### src/design/rcfc_pkg.sv
// shared types and constants for the receiver credit flow control block
package rcfc_pkg;

  localparam logic [1:0] CMD_ARRIVE  = 2'd0;
  localparam logic [1:0] CMD_SERVICE = 2'd1;
  localparam logic [1:0] CMD_TICK    = 2'd2;

  localparam logic [1:0] KIND_DELIVER = 2'd0;
  localparam logic [1:0] KIND_STOP    = 2'd1;
  localparam logic [1:0] KIND_GRANT   = 2'd2;

  localparam logic [8:0]  BUF_SIZE_RESET    = 9'd200;
  localparam logic [8:0]  STOP_LEVEL_RESET  = 9'd180;
  localparam logic [8:0]  GRANT_LEVEL_RESET = 9'd140;
  localparam logic [24:0] TRUST_ONE         = 25'h1000000;
  localparam logic [24:0] TRUST_RESET       = 25'd167772;
  localparam logic [23:0] TRUST_THIRD_RESET = 24'd55924;
  localparam logic [7:0]  IDLE_LIMIT        = 8'd5;
  localparam logic [7:0]  IDLE_MAX          = 8'hFF;

  // floor(size * pct / 100) as size * (pct * ceil(2^23 / 100)) >> 23, exact for 9-bit sizes
  localparam int          LEVEL_SHIFT = 23;
  localparam logic [31:0] STOP_MUL    = 32'd7549830;
  localparam logic [31:0] GRANT_MUL   = 32'd5872090;

  // floor(x / 3) as x * ceil(2^27 / 3) >> 27, exact for 25-bit x
  localparam int          THIRD_SHIFT = 27;
  localparam logic [25:0] THIRD_MUL   = 26'd44739243;

  typedef struct packed {
    logic        received;
    logic [8:0]  occupancy;
    logic [8:0]  buffer_size;
    logic [8:0]  stop_level;
    logic [8:0]  grant_level;
    logic [31:0] credit;
    logic [31:0] snapshot;
    logic [7:0]  idle;
    logic [24:0] trust;
    logic [23:0] trust_third;
  } fb_in_t;

  typedef struct packed {
    logic [31:0] credit;
    logic [31:0] snapshot;
    logic [7:0]  idle;
    logic [24:0] trust;
    logic        emit;
    logic [1:0]  kind;
    logic [8:0]  grant;
  } fb_out_t;

endpackage

### src/design/rcfc_feedback.sv
// feedback rule: idle tracking, trust adaptation, stop and credit grant decision
module rcfc_feedback
  import rcfc_pkg::*;
(
  input  fb_in_t  fb_in,
  output fb_out_t fb_out
);

  logic [7:0]  idle_inc;
  logic        forced;
  logic        stop_go;
  logic        grant_go;
  logic [8:0]  room;
  logic [24:0] trust_eff;
  logic [33:0] grant_prod;
  logic [25:0] trust_dbl;
  logic [25:0] trust_half_up;
  logic [24:0] trust_dbl_cap;
  logic [24:0] trust_half_cap;

  always_comb begin
    idle_inc = fb_in.idle;
    if (fb_in.snapshot == fb_in.credit && fb_in.idle != IDLE_MAX) begin
      idle_inc = fb_in.idle + 8'd1;
    end
    forced    = idle_inc > IDLE_LIMIT;
    stop_go   = fb_in.occupancy >= fb_in.stop_level;
    grant_go  = forced || (fb_in.occupancy <= fb_in.grant_level && fb_in.credit == 32'd0);
    // only used when occupancy is below the stop level, so no wrap
    room      = fb_in.buffer_size - fb_in.occupancy;
    trust_eff = forced ? {1'b0, fb_in.trust_third} : fb_in.trust;
    grant_prod = 34'(room) * 34'(trust_eff);

    trust_dbl      = {fb_in.trust, 1'b0};
    trust_half_up  = 26'(fb_in.trust) + 26'(fb_in.trust >> 1);
    trust_dbl_cap  = (trust_dbl > 26'(TRUST_ONE)) ? TRUST_ONE : trust_dbl[24:0];
    trust_half_cap = (trust_half_up > 26'(TRUST_ONE)) ? TRUST_ONE : trust_half_up[24:0];

    fb_out.credit = fb_in.credit;
    fb_out.idle   = idle_inc;
    fb_out.trust  = forced ? {1'b0, fb_in.trust_third} : fb_in.trust;
    fb_out.emit   = 1'b0;
    fb_out.kind   = KIND_STOP;
    fb_out.grant  = '0;

    if (stop_go) begin
      fb_out.emit = 1'b1;
      fb_out.kind = KIND_STOP;
      fb_out.idle = '0;
      if (!forced) begin
        fb_out.trust = trust_dbl_cap;
      end
    end else if (grant_go) begin
      fb_out.emit   = 1'b1;
      fb_out.kind   = KIND_GRANT;
      fb_out.grant  = grant_prod[32:24];
      fb_out.credit = 32'(grant_prod[32:24]);
      fb_out.idle   = '0;
      if (!forced) begin
        fb_out.trust = trust_half_cap;
      end
    end

    fb_out.snapshot = fb_in.received ? fb_in.snapshot : fb_out.credit;
  end

endmodule

### config.mk
export PLATFORM = sky130hd
export DESIGN_NAME = rcfc_feedback
export DESIGN_NICKNAME = d
export VERILOG_FILES = /design/src/design/rcfc_pkg.sv /design/src/design/rcfc_feedback.sv
export SDC_FILE = /design/constraint.sdc
export NUM_CORES = 1
export LEC_CHECK = 0
export BUFFER_PORTS_ARGS = -buffer_cell sky130_fd_sc_hd__buf_4
export CORE_ASPECT_RATIO = 1.2
export CORE_MARGIN = 2
export CORE_UTILIZATION = 32
export DETAILED_ROUTE_END_ITERATION = 10
export SYNTH_ARGS = -nofsm -noshare
export SYNTH_HDL_FRONTEND = slang
export SYNTH_SLANG_ARGS = --single-unit
### constraint.sdc
create_clock -name vclk -period 13.2
set_input_delay 2.64 -clock vclk [all_inputs]
set_output_delay 2.64 -clock vclk [all_outputs]
set_load 0.1 [all_outputs]
* Word level (Yosys, flattened, before mapping) *
Cells that the tools add are included.

cells by class
  muxes and demuxes = 12
  multipliers = 1
  $lt $le $gt $ge = 5
  add/subtract/negate cells = 3
  reduce and logical (&&, ||, !) cells = 4
  equality and inequality tests = 2

operators with widths
  cell                                                             number
  2-to-1 mux 25 bit                                                5
  2-to-1 mux 32 bit                                                3
  greater-than comparator 26 x 25 -> 1 bit, second input constant  2
  2-to-1 mux 45 bit                                                1
  2-to-1 mux 36 bit                                                1
  multiplier 9 x 25 -> 33 bit                                      1
  equality test 32 bit                                             1
  logical NOT 32 bit                                               1
  adder 25 x 24 -> 26 bit                                          1
  greater-or-equal comparator 9 bit                                1
  less-or-equal comparator 9 bit                                   1
  2-to-1 mux 9 bit                                                 1
  subtractor 9 bit                                                 1
  adder 8 x 1 -> 8 bit, second input constant                      1
  greater-than comparator 8 x 3 -> 1 bit, second input constant    1
  2-to-1 mux 8 bit                                                 1
  inequality test 8 bit, second input constant                     1
  logical AND 1 bit                                                2
  logical OR 1 bit                                                 1

storage, ports and cells
  output and inout bits = 109
  bits in registers = 0
  input port bits = 158
  logic and storage cells = 27

* Longest topological paths before layout *
  depth after elaboration = 9
  depth in mapped cells = 33
  mapped depth without buffers = 32

* Least setup slack after synthesis *
OpenSTA, ideal clock, no wires.

  path type = in2out
  from = input port fb_in[108] in the netlist's numbering
  to = output port fb_out[46] in the netlist's numbering
  arrival = 12.029 ns
  required time = 10.560 ns
  cell stages on the path = 27
  slack = -1.469 ns
  path buffers = 3
  cell sequence = xor2_1 nor4_1 nand4_1 or2_2 o311ai_1 a2111o_1 clkbuf_1 clkbuf_1 nand2_1 o21ai_0 nand2_1 fa_1 inv_1 fa_1 fa_1 inv_1 fa_1 inv_1 ha_1 clkbuf_1 nand4_1 nor4_1 and3_1 a21o_1 nor3_1 nor3_1 o31a_1

RTL lines
  what             line                source
  start, declared  rcfc_feedback.sv:5  input fb_in_t fb_in,
  end, declared    rcfc_feedback.sv:6  output fb_out_t fb_out

==> run metrics <==
synthesized cell area 0.0111 mm^2; Worst Setup EP fb_out[50]; Mapped Avg Cell Area a little under 8 um^2; Final Hold Fails 0; Core ar. 0.0342 mm^2; Final Cycle Share between 90 and 100%; sequential share of the synthesized area 0%; cell row count 74; Syn Inst Count around 1400; most frequent cells in the layout 323 x buf_4, 260 x inv_1, 184 x nor2_1; Antenna Cells 0; vias in the first global route between 10000 and 15000; Initial DRC Count ~510; DRT Wirelength 39.5 mm; DRC errors left 0; Max Slew Vio Count 0; first-pass GRT wire length 62.8 mm; HPWL after detailed placement 34.3 mm; routed via count 11200; Net count, final 2156; Util after Layout slightly above 40%; total iterations of the first detailed-routing run 5; # IOs 267; slowest CP cell fa_1; status finished clean; Worst Setup SP fb_in[116]; largest net degree at the start of global routing 54; GRT overflow 0; Max Clk Rate 77.7 MHz; Final setup violation count 0; starting density of the core between 30% and 40%; crit start category input port; Post-CTS Hold Fix Bufs 0; leading cell type in the layout, fill and taps excluded buf_4; Register Area 0 um^2; max-cap violations 0; Global Route Usage Sum a little over a fifth; Routed WL per cell around 18 um; Die ar. 0.0363 mm^2; port bufs 262; Antenna Nets Post-Route 0; synth warn 0; clock buf count 0; critical path type in2out; CP Data Arrival Time 10230 ps; measured slew at the worst slew-check pin around 1300 ps; min Tclk post-route 12870 ps; chip width around 170 um; Vias/cell between 5 and 6; min-delay worst type in2out; crit end category output pin; critical path fanouts, max 18; slew margin rel. 13.1%; FFs & Latches 0; layout cells sized above 1 between 20% and 30%; DIE HEIGHT 208 um; Netlist cell types 71; Req. time, crit path 10560 ps; Area Growth Syn to Fin 27.2%; gpl congestion 1.07; slowest stage delay, CP 550 ps; initial antenna violation count 0
## worst min-delay path by stage
stage	from	end	slack [ps]	depth (start not counted)
after CTS	fb_in[49]	fb_out[37]	5750	4
final	fb_in[49]	fb_out[37]	5750	4
after floorplan	fb_in[60]	fb_out[48]	5630	2
after global routing	fb_in[91]	fb_out[79]	5770	4
after detailed placement	fb_in[49]	fb_out[37]	5750	4
after global placement	fb_in[91]	fb_out[79]	5750	4
## Yosys cell counts (10+ instances only)
| cell type | instances | area [um^2] |
|---|---|---|
| a22oi_1 | 22 | 165 |
| nand4_1 | 15 | 93.8 |
| inv_1 | 260 | 976 |
| a21oi_1 | 55 | 275 |
| ha_1 | 114 | 1430 |
| a21o_1 | 40 | 300 |
| nand2_1 | 77 | 289 |
| xnor2_1 | 31 | 272 |
| o21a_1 | 11 | 82.6 |
| o21ai_0 | 34 | 170 |
| mux2i_1 | 27 | 270 |
| or3_1 | 10 | 62.6 |
| xor2_1 | 43 | 377 |
| fa_1 | 162 | 3240 |
| nor4_1 | 17 | 106 |
| nor3_1 | 14 | 70.1 |
| and2_1 | 29 | 181 |
| a221o_1 | 20 | 200 |
| mux2_2 | 25 | 282 |
| or2_2 | 29 | 181 |
| nor2_1 | 185 | 694 |
| nand2b_1 | 37 | 231 |
| nand3_1 | 18 | 90.1 |
| and3_1 | 12 | 75.1 |
| clkbuf_1 | 44 | 165 |
## worst max-delay path: cells and delay by family
family / cells / cell delay [ps]
adders and majority gates: 5 / 2300
buffers and inverters: 8 / 1130
xor gates and xnor gates: 1 / 200
and+or+nand+nor: 4 / 1010
AOI/OAI and AO/OA: 13 / 2910
## per-stage QoR
step	TNS, ps	area, um^2	instances	setup WS (ps)	hold WS (ps)
after floorplan	-35.0	11200	1446	-35.0	5630
after global placement	0	14100	2176	391	5750
after detailed placement	0	14100	2176	276	5750
after CTS	0	14100	2176	271	5750
after global routing	-8.27	14200	2176	-8.27	5770
final	0	14200	2176	326	5750
## final cells by class
cell class         count  area (um^2)
repair buffers       329         2520
inverters            262          983
fillers             3484        20000
multi-input cells   1129        10100
well taps            456          571
## routing by layer
layer	global-route usage (%)	wire length, um	vias to the layer above
met5	0	0	-
met1	25.4	15600	5423
met4	7.39	1590	0
met3	2.41	2690	62
met2	39.5	19600	482
li1	-	-	5280
## what timing repair did
item / in CTS / in global routing
setup endpoints to repair: 0 / 16
endpoints found under the hold margin: 0 / 0
setup buffers: 0 / 0
resized for setup: 0 / 9
## cell families after synthesis
family                     after synthesis  synth area share [%]
AOI/OAI and AO/OA                      254                  16.0
xor gates and xnor gates                74                  5.81
adders and majority gates              276                  41.9
buffers and inverters                  317                  10.9
muxes                                   52                  4.95
other                                    1                0.0336
and+or+nand+nor                        468                  20.4
Power is left out: the tool's default activity adds up to more than one toggle a clock period on the data nets, which glitch-free logic cannot reach.
